File: config.mk
export PLATFORM = sky130hd
export DESIGN_NAME = line_pixel_walker_top
export DESIGN_NICKNAME = d
export VERILOG_FILES = /design/src/rtl/lpw_pkg.sv /design/src/rtl/lpw_step.sv /design/src/rtl/lpw_result_reg.sv /design/src/rtl/line_pixel_walker_top.sv
export SDC_FILE = /design/constraint.sdc
export NUM_CORES = 1
export LEC_CHECK = 0
export ABC_AREA = 0
export BUFFER_PORTS_ARGS = -buffer_cell sky130_fd_sc_hd__buf_2
export CORE_MARGIN = 1.5
export CORE_UTILIZATION = 52
export CTS_CLUSTER_DIAMETER = 60
export DETAILED_ROUTE_END_ITERATION = 8
export GPL_ROUTABILITY_DRIVEN = 0
export PLACE_DENSITY = 0.73
export SLEW_MARGIN = 0
export SYNTH_ARGS = -nofsm -noshare
export SYNTH_HDL_FRONTEND = slang
export SYNTH_SLANG_ARGS = --single-unit
File: constraint.sdc
create_clock -name clk -period 21.3 [get_ports clk]
set_clock_uncertainty 0.15 [all_clocks]
set_input_delay 1.065 -clock clk [delete_from_list [all_inputs] [get_ports clk]]
set_output_delay 1.065 -clock clk [all_outputs]
set_load 0.005 [all_outputs]
File: src/rtl/lpw_pkg.sv
// Package for the line pixel walker: shared constants, request and direction codes,
// and the flag group that travels with each result.
// No dependencies.
package lpw_pkg;

  localparam int COORD_BITS_DEF = 12;
  localparam int COLOR_BITS     = 32;

  typedef enum logic {
    REQ_START = 1'b0,
    REQ_STEP  = 1'b1
  } req_type_t;

  typedef enum logic [1:0] {
    DIR_RIGHT_DOWN = 2'd0,
    DIR_RIGHT_UP   = 2'd1,
    DIR_LEFT_DOWN  = 2'd2,
    DIR_LEFT_UP    = 2'd3
  } dir_case_t;

  typedef struct packed {
    logic pixel_valid;
    logic last_pixel;
  } res_flags_t;

endpackage

File: src/rtl/lpw_step.sv
// Combinational step logic of the line pixel walker: picks the direction case on a start
// request, emits the current pixel and computes the next position and error term.
// Depends on lpw_pkg.
module lpw_step import lpw_pkg::*; #(
  parameter int COORD_BITS = COORD_BITS_DEF
) (
  input  logic                          req_type,
  input  logic signed [COORD_BITS-1:0]  start_x,
  input  logic signed [COORD_BITS-1:0]  start_y,
  input  logic signed [COORD_BITS-1:0]  end_x,
  input  logic signed [COORD_BITS-1:0]  end_y,
  input  logic [COLOR_BITS-1:0]         line_color,
  input  logic signed [COORD_BITS-1:0]  cur_x,
  input  logic signed [COORD_BITS-1:0]  cur_y,
  input  logic signed [COORD_BITS-1:0]  target_x,
  input  logic signed [COORD_BITS-1:0]  target_y,
  input  logic signed [COORD_BITS:0]    dx,
  input  logic signed [COORD_BITS:0]    dy,
  input  logic signed [2*COORD_BITS+3:0] err,
  input  dir_case_t                     dcase,
  input  logic [COLOR_BITS-1:0]         held_color,
  input  logic                          line_active,
  output logic signed [COORD_BITS-1:0]  cur_x_next,
  output logic signed [COORD_BITS-1:0]  cur_y_next,
  output logic signed [COORD_BITS-1:0]  target_x_next,
  output logic signed [COORD_BITS-1:0]  target_y_next,
  output logic signed [COORD_BITS:0]    dx_next,
  output logic signed [COORD_BITS:0]    dy_next,
  output logic signed [2*COORD_BITS+3:0] err_next,
  output dir_case_t                     dcase_next,
  output logic [COLOR_BITS-1:0]         held_color_next,
  output logic                          line_active_next,
  output res_flags_t                    flags,
  output logic signed [COORD_BITS-1:0]  pixel_x,
  output logic signed [COORD_BITS-1:0]  pixel_y,
  output logic [COLOR_BITS-1:0]         pixel_color
);

  localparam int DW = COORD_BITS + 1;
  localparam int EW = 2 * COORD_BITS + 4;

  logic                   is_start;
  dir_case_t              start_case;
  logic signed [DW-1:0]   start_dx;
  logic signed [DW-1:0]   start_dy;
  logic signed [COORD_BITS-1:0] sel_x;
  logic signed [COORD_BITS-1:0] sel_y;
  logic signed [COORD_BITS-1:0] sel_tx;
  logic signed [COORD_BITS-1:0] sel_ty;
  logic signed [DW-1:0]   sel_dx;
  logic signed [DW-1:0]   sel_dy;
  logic signed [EW-1:0]   sel_err;
  dir_case_t              sel_case;
  logic [COLOR_BITS-1:0]  sel_color;
  logic                   sel_active;
  logic signed [EW-1:0]   dx_e;
  logic signed [EW-1:0]   dy_e;
  logic signed [EW-1:0]   neg_dx_e;
  logic                   err_nonneg;
  logic                   step_x;
  logic                   x_fwd;
  logic                   y_fwd;
  logic signed [DW-1:0]   x_e;
  logic signed [DW-1:0]   y_e;
  logic signed [DW-1:0]   tx_e;
  logic signed [DW-1:0]   ty_e;
  logic signed [DW-1:0]   nx;
  logic signed [DW-1:0]   ny;
  logic signed [EW-1:0]   err_step;
  logic                   in_box;

  assign is_start = (req_type == REQ_START);
  assign start_dx = {end_x[COORD_BITS-1], end_x} - {start_x[COORD_BITS-1], start_x};
  assign start_dy = {end_y[COORD_BITS-1], end_y} - {start_y[COORD_BITS-1], start_y};

  always_comb begin
    if (start_y <= end_y && start_x <= end_x) begin
      start_case = DIR_RIGHT_DOWN;
    end else if (start_y >= end_y && start_x <= end_x) begin
      start_case = DIR_RIGHT_UP;
    end else if (start_y <= end_y) begin
      start_case = DIR_LEFT_DOWN;
    end else begin
      start_case = DIR_LEFT_UP;
    end
  end

  assign sel_x      = is_start ? start_x    : cur_x;
  assign sel_y      = is_start ? start_y    : cur_y;
  assign sel_tx     = is_start ? end_x      : target_x;
  assign sel_ty     = is_start ? end_y      : target_y;
  assign sel_dx     = is_start ? start_dx   : dx;
  assign sel_dy     = is_start ? start_dy   : dy;
  assign sel_err    = is_start ? '0         : err;
  assign sel_case   = is_start ? start_case : dcase;
  assign sel_color  = is_start ? line_color : held_color;
  assign sel_active = is_start | line_active;

  assign dx_e       = {{(EW-DW){sel_dx[DW-1]}}, sel_dx};
  assign dy_e       = {{(EW-DW){sel_dy[DW-1]}}, sel_dy};
  assign neg_dx_e   = -dx_e;
  assign err_nonneg = !sel_err[EW-1];

  always_comb begin
    case (sel_case)
      DIR_RIGHT_DOWN: step_x = (sel_dx != '0) && err_nonneg && (sel_err <= dx_e);
      DIR_RIGHT_UP:   step_x = (sel_dx != '0) && err_nonneg && (sel_err < dx_e);
      default:        step_x = (sel_dx != '0) && err_nonneg && (sel_err <= neg_dx_e);
    endcase
  end

  assign x_fwd = (sel_case == DIR_RIGHT_DOWN) || (sel_case == DIR_RIGHT_UP);
  assign y_fwd = (sel_case == DIR_RIGHT_DOWN) || (sel_case == DIR_LEFT_DOWN);

  assign x_e  = {sel_x[COORD_BITS-1], sel_x};
  assign y_e  = {sel_y[COORD_BITS-1], sel_y};
  assign tx_e = {sel_tx[COORD_BITS-1], sel_tx};
  assign ty_e = {sel_ty[COORD_BITS-1], sel_ty};

  always_comb begin
    nx = x_e;
    ny = y_e;
    if (step_x) begin
      nx       = x_fwd ? x_e + DW'(1) : x_e - DW'(1);
      err_step = x_fwd ? sel_err + dy_e : sel_err - dy_e;
    end else begin
      ny       = y_fwd ? y_e + DW'(1) : y_e - DW'(1);
      err_step = y_fwd ? sel_err - dx_e : sel_err + dx_e;
    end
  end

  always_comb begin
    case (sel_case)
      DIR_RIGHT_DOWN: in_box = (ny <= ty_e) && (nx <= tx_e);
      DIR_RIGHT_UP:   in_box = (ny >= ty_e) && (nx <= tx_e);
      DIR_LEFT_DOWN:  in_box = (ny <= ty_e) && (nx >= tx_e);
      default:        in_box = (ny >= ty_e) && (nx >= tx_e);
    endcase
  end

  always_comb begin
    if (sel_active) begin
      flags.pixel_valid = 1'b1;
      flags.last_pixel  = !in_box;
      pixel_x           = sel_x;
      pixel_y           = sel_y;
      pixel_color       = sel_color;
      cur_x_next        = in_box ? nx[COORD_BITS-1:0] : sel_x;
      cur_y_next        = in_box ? ny[COORD_BITS-1:0] : sel_y;
      err_next          = in_box ? err_step : sel_err;
      line_active_next  = in_box;
    end else begin
      flags.pixel_valid = 1'b0;
      flags.last_pixel  = 1'b0;
      pixel_x           = '0;
      pixel_y           = '0;
      pixel_color       = '0;
      cur_x_next        = cur_x;
      cur_y_next        = cur_y;
      err_next          = err;
      line_active_next  = line_active;
    end
  end

  assign target_x_next   = sel_tx;
  assign target_y_next   = sel_ty;
  assign dx_next         = sel_dx;
  assign dy_next         = sel_dy;
  assign dcase_next      = sel_case;
  assign held_color_next = sel_color;

endmodule

File: src/rtl/lpw_result_reg.sv
// Result register of the line pixel walker: holds one finished pixel until it is taken.
// Depends on lpw_pkg.
module lpw_result_reg import lpw_pkg::*; #(
  parameter int COORD_BITS = COORD_BITS_DEF
) (
  input  logic                         clk,
  input  logic                         rst,
  input  logic                         load,
  input  res_flags_t                   flags_in,
  input  logic signed [COORD_BITS-1:0] x_in,
  input  logic signed [COORD_BITS-1:0] y_in,
  input  logic [COLOR_BITS-1:0]        color_in,
  output logic                         out_valid,
  input  logic                         out_ready,
  output res_flags_t                   flags,
  output logic signed [COORD_BITS-1:0] pixel_x,
  output logic signed [COORD_BITS-1:0] pixel_y,
  output logic [COLOR_BITS-1:0]        pixel_color
);

  always_ff @(posedge clk) begin
    if (rst) begin
      out_valid <= 1'b0;
    end else if (load) begin
      out_valid <= 1'b1;
    end else if (out_ready) begin
      out_valid <= 1'b0;
    end
  end

  always_ff @(posedge clk) begin
    if (load) begin
      flags       <= flags_in;
      pixel_x     <= x_in;
      pixel_y     <= y_in;
      pixel_color <= color_in;
    end
  end

endmodule

File: src/rtl/line_pixel_walker_top.sv
// Top level of the line pixel walker: walk state registers, step logic and result register.
// Depends on lpw_pkg, lpw_step and lpw_result_reg.
// A request's pixel appears at the outputs in the cycle after the request is accepted.
// Throughput: one request per cycle when not stalled; the error-term update is combinational.
// A new request is taken whenever the result register is empty or is being read.
// Reset clears the active-line flag and the result valid; no line is in progress after reset.
module line_pixel_walker_top import lpw_pkg::*; #(
  parameter int COORD_BITS = COORD_BITS_DEF
) (
  input  logic                         clk,
  input  logic                         rst,
  input  logic                         in_valid,
  output logic                         in_ready,
  input  logic                         req_type,
  input  logic signed [COORD_BITS-1:0] start_x,
  input  logic signed [COORD_BITS-1:0] start_y,
  input  logic signed [COORD_BITS-1:0] end_x,
  input  logic signed [COORD_BITS-1:0] end_y,
  input  logic [COLOR_BITS-1:0]        line_color,
  output logic                         out_valid,
  input  logic                         out_ready,
  output logic                         pixel_valid,
  output logic signed [COORD_BITS-1:0] pixel_x,
  output logic signed [COORD_BITS-1:0] pixel_y,
  output logic [COLOR_BITS-1:0]        pixel_color,
  output logic                         last_pixel
);

  logic                          in_fire;
  logic signed [COORD_BITS-1:0]  cur_x, cur_x_next;
  logic signed [COORD_BITS-1:0]  cur_y, cur_y_next;
  logic signed [COORD_BITS-1:0]  target_x, target_x_next;
  logic signed [COORD_BITS-1:0]  target_y, target_y_next;
  logic signed [COORD_BITS:0]    dx, dx_next;
  logic signed [COORD_BITS:0]    dy, dy_next;
  logic signed [2*COORD_BITS+3:0] err, err_next;
  dir_case_t                     dcase, dcase_next;
  logic [COLOR_BITS-1:0]         held_color, held_color_next;
  logic                          line_active, line_active_next;
  res_flags_t                    step_flags;
  res_flags_t                    out_flags;
  logic signed [COORD_BITS-1:0]  step_x_pix;
  logic signed [COORD_BITS-1:0]  step_y_pix;
  logic [COLOR_BITS-1:0]         step_color;

  assign in_ready = !out_valid || out_ready;
  assign in_fire  = in_valid && in_ready;

  lpw_step #(
    .COORD_BITS(COORD_BITS)
  ) u_step (
    .req_type         (req_type),
    .start_x          (start_x),
    .start_y          (start_y),
    .end_x            (end_x),
    .end_y            (end_y),
    .line_color       (line_color),
    .cur_x            (cur_x),
    .cur_y            (cur_y),
    .target_x         (target_x),
    .target_y         (target_y),
    .dx               (dx),
    .dy               (dy),
    .err              (err),
    .dcase            (dcase),
    .held_color       (held_color),
    .line_active      (line_active),
    .cur_x_next       (cur_x_next),
    .cur_y_next       (cur_y_next),
    .target_x_next    (target_x_next),
    .target_y_next    (target_y_next),
    .dx_next          (dx_next),
    .dy_next          (dy_next),
    .err_next         (err_next),
    .dcase_next       (dcase_next),
    .held_color_next  (held_color_next),
    .line_active_next (line_active_next),
    .flags            (step_flags),
    .pixel_x          (step_x_pix),
    .pixel_y          (step_y_pix),
    .pixel_color      (step_color)
  );

  always_ff @(posedge clk) begin
    if (rst) begin
      line_active <= 1'b0;
    end else if (in_fire) begin
      line_active <= line_active_next;
    end
  end

  always_ff @(posedge clk) begin
    if (in_fire) begin
      cur_x      <= cur_x_next;
      cur_y      <= cur_y_next;
      target_x   <= target_x_next;
      target_y   <= target_y_next;
      dx         <= dx_next;
      dy         <= dy_next;
      err        <= err_next;
      dcase      <= dcase_next;
      held_color <= held_color_next;
    end
  end

  lpw_result_reg #(
    .COORD_BITS(COORD_BITS)
  ) u_result (
    .clk         (clk),
    .rst         (rst),
    .load        (in_fire),
    .flags_in    (step_flags),
    .x_in        (step_x_pix),
    .y_in        (step_y_pix),
    .color_in    (step_color),
    .out_valid   (out_valid),
    .out_ready   (out_ready),
    .flags       (out_flags),
    .pixel_x     (pixel_x),
    .pixel_y     (pixel_y),
    .pixel_color (pixel_color)
  );

  assign pixel_valid = out_flags.pixel_valid;
  assign last_pixel  = out_flags.last_pixel;

endmodule
==> results of run 1 <==
Yosys cell counts, drive strengths merged, types with 13 or more instances:
cell type	instances
ha	184
mux2i	114
nand2	100
buf	31
inv	145
xor2	30
mux2	49
edfxtp	194
or3	14
nor2b	55
a31oi	13
nand4	18
clkbuf	46
o21bai	19
a21o	41
a21oi	130
nand2b	23
o21ai	82
xnor2	70
and2	34
a211oi	18
nor2	145
nor3	32
nand3	39
cells by family after synthesis:
family / count (synthesis) / synth area share (%)
simple gates: 520 / 15.2
compound gates: 423 / 16.4
buf+inv: 223 / 5.45
flops: 196 / 33.9
fa+ha+maj: 191 / 14.1
mux: 163 / 9.87
xor+xnor: 100 / 5.06
cell type report:
class	count	share of cell area (%)
Clock buffer	17	2.25
Clock inverter	15	0.978
Sequential cell	196	31.0
Timing Repair Buffer	156	4.32
Tap cell	442	2.92
Inverter	146	2.92
Multi-Input combinational cell	1397	55.6
layer usage:
metal  up-vias  routed length [um]  track usage, %
met2       425               20200            41.0
met5         -                   0               0
li1       6839                   -               -
met4         0                1190            8.46
met3        68                2290            3.01
met1      6693               18900            33.6
through the flow:
stage          cell area (um2)  hold slack [ns]  worst slack (ns)  total power, mW  utilization, %
4_1_cts                  18900            0.394             11.28             1.89            58.0
5_1_grt                  18900            0.429             10.46             2.04            58.0
6_report                 18900            0.387             11.21             1.90            58.0
3_3_place_gp             18300            0.349             11.18             1.53            56.2
2_1_floorplan            17300            0.330             12.43             1.34               -
3_5_place_dp             18300            0.384             10.82             1.56            56.2
worst min path at each step:
stage	end	slack [ns]	start
finish	u_result.out_valid$_SDFFE_PP0P_	0.39	u_result.out_valid$_SDFFE_PP0P_
detailed placement	u_result.out_valid$_SDFFE_PP0P_	0.38	u_result.out_valid$_SDFFE_PP0P_
floorplan	line_active$_SDFFE_PP0P_	0.33	line_active$_SDFFE_PP0P_
CTS	u_result.out_valid$_SDFFE_PP0P_	0.39	u_result.out_valid$_SDFFE_PP0P_
global placement	u_result.out_valid$_SDFFE_PP0P_	0.35	u_result.out_valid$_SDFFE_PP0P_
global route	u_result.out_valid$_SDFFE_PP0P_	0.43	u_result.out_valid$_SDFFE_PP0P_
state kept, by name (all words and copies together), names as in the netlist:
register,count
u_result.pixel_y,12
u_result.pixel_x,12
u_result.out_valid,1
u_result.pixel_color,32
cur_y,12
held_color,32
target_y,12
target_x,12
u_result.flags,2
dcase,2
dy,13
err,28
cur_x,12
line_active,1
dx,13
worst register-to-register path: cells and delay by family, from the launching register on:
family          cells  cell delay (ns)
simple gates       11             3.24
flops               1             0.38
fa+ha+maj           2             0.53
xor+xnor            1             0.15
mux                 1             0.30
buf+inv             2             1.06
compound gates     12             2.70
power groups by stage:
stage,clock (mW),combinational (mW),sequential (mW)
2_1_floorplan,0,0.804,0.538
3_3_place_gp,0,0.990,0.536
3_5_place_dp,0,1.02,0.538
4_1_cts,0.336,1.03,0.529
5_1_grt,0.350,1.16,0.534
6_report,0.334,1.04,0.529
==> flow_summary.yaml, run 1 <==
status:
  status: "finished, final reports clean"
drt:
  wl_um: 42600
  ant_nets: 0
  wl_per_cell_um: 18.0
  post-route-drc-count: 0
  via_per_inst: 5.92
  num_vias: 14025
  dr.first_iter.drc_count: 1071
  dr.pass1.iters: 5
die:
  initial_core_util_pct: 53.0
  dieArea_mm2: 0.0344
  die_w_um: 185
  core_area_mm2: 0.0326
  rows: 66
  pin_count: 145
  die_h_um: 185
finish:
  drive_above_1_share_pct: 14.0
  nFillCells: 2804
  final_cell_mix: "edfxtp_1 (194), ha_1 (184), inv_1 (143), nor2_1 (143), buf_2 (143)"
  register_area_mm2: 0.00587
  area_growth_pct: 9.39
  antenna_cells: 0
  final_common_cell: "edfxtp_1"
  multi_input_area_mm2: 0.0105
  fin_nets: 2190
  fin_cells: 2369
clocking:
  htreeDepth: 4
  cts_hold_buffers: 0
  cts_buffers: 17
  clkSlewWorstSetupHoldPaths_ns: 0.08
  cts-root-buf: "clkbuf_16"
  post_cts_resized: 0
  cts_setup_buffers: 0
  clock_sinks: 196
  clock_latency_ns: 0.45
  cts_tree: "done"
  clockBufferDepth: 2
global_routing:
  grt_pass1_wl_um: 67800
  overflow: 0
  gr-usage-all-layers_pct: 24.8
  antenna_found_initial: 0
  grt_pass1_vias: 13228
  grt_start_max_net_pins: 79
logic_synthesis:
  synth_seq_cells: 196
  ys_top_cells_by_area: "edfxtp_1 (34%), ha_1 (13%), mux2i_1 (6.6%)"
  syn_area_mm2: 0.0173
  ys.warnings.count: 0
  synth-main-ff-cell: "edfxtp_1"
  async_flop_share_pct: 0
  synth_edf_count: 194
  netlist_instances: 1816
  ys_types: 85
  seq_area_frac_synth_pct: 33.9
  synth_top_cell_by_area: "edfxtp_1"
  yosysTopAreaCellShare_pct: 33.7
  syn_avg_cell_area_um2: 9.53
  syn-num-nets: 2092
place:
  io_buffers: 144
  place_hpwl_um: 32000
  place_inst: 2337
setup_path:
  cp_common_cell: "o21ai_0"
  cp.arrival_ns: 10.13
  end_kind: "flip-flop"
  path_buf_inv: 4
  endpoint: "err[27]$_DFFE_PP_"
  r2r_slack_ns: 12.52
  r2r-end: "err[27]$_DFFE_PP_"
  critical_path_peak_fanout: 73
  critPathKind: "primary input to flip-flop"
  critPathLaunch: "req_type"
  crit_cells: 31
  cp_top_family: "simple AND/OR/NAND/NOR gates"
  startpoint_type: "primary input"
  critPathSlowestCell: "o21ai_0"
  critPathRequiredTime_ns: 21.34
  r2r_start: "dx[1]$_DFFE_PP_"
  critPathMaxStageDelay_ns: 0.70
  worst-r2r-cell-count: 29
pwr:
  power_frac_clock_pct: 17.6
  p_seq_share_pct: 27.8
  p_switching_mw: 0.792
  swShare_pct: 41.7
  irDropWorstVdd_mv: 0.0769
  p_int_mw: 1.11
  p_comb_share_pct: 54.6
  powerDensity_mw_per_mm2: 100
  leakagePower_nw: 8.41
sta:
  maxSlewHeadroom_pct: 36.7
  worst_pin_slew_ns: 0.949
  fmax_ghz: 0.0991
  setup_viol: 0
  period_needed_ns: 10.09
  period_share_pct: 47.4
  tns_ns: 0
  rsz0062_at_grt: "no"
  hold_viol: 0
  finalMaxSlewViolations: 0
hold_path:
  hold_depth: 2
  hold_class: "flip-flop to flip-flop"
flow_run:
  cap_violations: 0
(Power assumes the default switching activity.)
==> run 2: changes to the inputs <==
==> constraint.sdc (replaced) <==
create_clock -name clk -period 10.4 [get_ports clk]
set_clock_uncertainty 0.15 [all_clocks]
set_input_delay 0.52 -clock clk [delete_from_list [all_inputs] [get_ports clk]]
set_output_delay 0.52 -clock clk [all_outputs]
set_load 0.005 [all_outputs]
==> run 2 against run 1 <==
Compared with the run above: clock power is 120% higher; final cell count hardly changed; sequential share of layout area is 0.11 points lower; total power is 110% higher; register-to-register slack worse by 11 ns; via count is 1.1% higher; critical path type unchanged; highest routed layer unchanged.
==> flow_summary.yaml, run 2 (synthesis results as in run 1) <==
hold_path:
  hold_start: "rst"
  hold_class: "primary input to flip-flop"
setup_path:
  critPathSlowestCell: "nand2b_1"
  critical_path_peak_fanout: 33
  critPathLaunch: "start_x[0]"
  critPathMaxStageDelay_ns: 0.73
  critPathKind: "primary input to flip-flop"
  startpoint_type: "primary input"
  r2r_start: "dx[1]$_DFFE_PP_"
  end_kind: "flip-flop"
  cp.arrival_ns: 9.41
  cp_common_cell: "ha_1"
  critPathRequiredTime_ns: 10.46
global_routing:
  overflow: 0
  antenna_found_initial: 1
  gr-usage-all-layers_pct: 25.3
  grt_pass1_wl_um: 69100
  grt_pass1_vias: 13462
  grt_start_max_net_pins: 92
die:
  pin_count: 145
  core_area_mm2: 0.0326
  die_h_um: 185
  initial_core_util_pct: 53.0
  dieArea_mm2: 0.0344
  rows: 66
  die_w_um: 185
clocking:
  cts_buffers: 17
  cts-root-buf: "clkbuf_16"
  cts_setup_buffers: 0
  htreeDepth: 4
  clkSlewWorstSetupHoldPaths_ns: 0.09
  clockBufferDepth: 2
  cts_hold_buffers: 0
  clock_sinks: 196
  clock_latency_ns: 0.46
  cts_tree: "done"
  post_cts_resized: 0
sta:
  period_needed_ns: 9.36
  worst_slack_ns: 1.04
  hold_viol: 0
  tns_ns: 0
  worst_pin_slew_ns: 1.06
  rsz0062_at_grt: "no"
  period_share_pct: 90.0
  holdWs_ns: 0.117
  fmax_ghz: 0.107
  maxSlewHeadroom_pct: 29.5
  finalMaxSlewViolations: 0
  setup_viol: 0
pwr:
  fin_total_pwr_mw: 3.97
  swShare_pct: 42.7
  p_comb_share_pct: 54.3
  p_seq_share_pct: 27.3
  p_switching_mw: 1.69
  powerDensity_mw_per_mm2: 209
  p_int_mw: 2.28
  irDropWorstVdd_mv: 0.133
  leakagePower_nw: 8.44
  power_frac_clock_pct: 18.5
finish:
  drive_above_1_share_pct: 14.0
  final_cell_mix: "edfxtp_1 (194), ha_1 (184), inv_1 (143), nor2_1 (143), buf_2 (143)"
  utilization_pct: 58.2
  reg_top3: "held_color x32, u_result.pixel_color x32, err x28"
  area_growth_pct: 9.78
  final_common_cell: "edfxtp_1"
  fin_nets: 2192
  fin_area_mm2: 0.0190
  fin_cells: 2371
  antenna_cells: 0
drt:
  dr.first_iter.drc_count: 1246
  ant_nets: 0
  post-route-drc-count: 0
  num_vias: 14174
  wl_um: 43900
  via_per_inst: 5.98
  wl_per_cell_um: 18.5
  dr.pass1.iters: 5
place:
  pre_cts_ws_ns: 0.977
  place_hpwl_um: 32700
  place_area_mm2: 0.0183
  place_inst: 2339
  io_buffers: 144
status:
  status: "finished, final reports clean"
flow_run:
  cap_violations: 0
## run 2: final timing paths
| check | depth (start not counted) | endpoint | slack [ns] |
|---|---|---|---|
| max | 30 | err[27]$_DFFE_PP_ | 1.04 |
| min | 2 | u_result.out_valid$_SDFFE_PP0P_ | 0.12 |
| max reg2reg | 28 | err[27]$_DFFE_PP_ | 1.65 |
| min reg2reg | 2 | u_result.out_valid$_SDFFE_PP0P_ | 0.41 |
## run 2: per-layer routing
layer	wire [um]	share of wire, %	GRT usage, %
met5	0	0	0
met4	1190	2.7	8.39
met3	2230	5.1	2.89
met2	21100	48	43.0
met1	19300	44	33.4
## run 2: cell type report
type	count	area (um2)
Multi-Input combinational cell	1397	10500
Inverter	146	553
Tap cell	442	553
Fill cell	2819	13600
Clock buffer	17	425
Clock inverter	15	238
Timing Repair Buffer	158	832
Sequential cell	196	5870
## run 2: worst max-delay path: cells and delay by family
kind	cells	cell delay (ns)
compound gates	15	4.61
simple gates	7	1.95
fa+ha+maj	4	1.38
buf+inv	2	0.45
mux	1	0.22
xor+xnor	1	0.20
## run 2: power by group through the flow
stage	sequential (mW)	clock (mW)	combinational, mW
floorplan	1.10	0	1.65
finish	1.08	0.733	2.16
global route	1.09	0.768	2.37
CTS	1.08	0.741	2.13
global placement	1.10	0	2.04
detailed placement	1.10	0	2.11
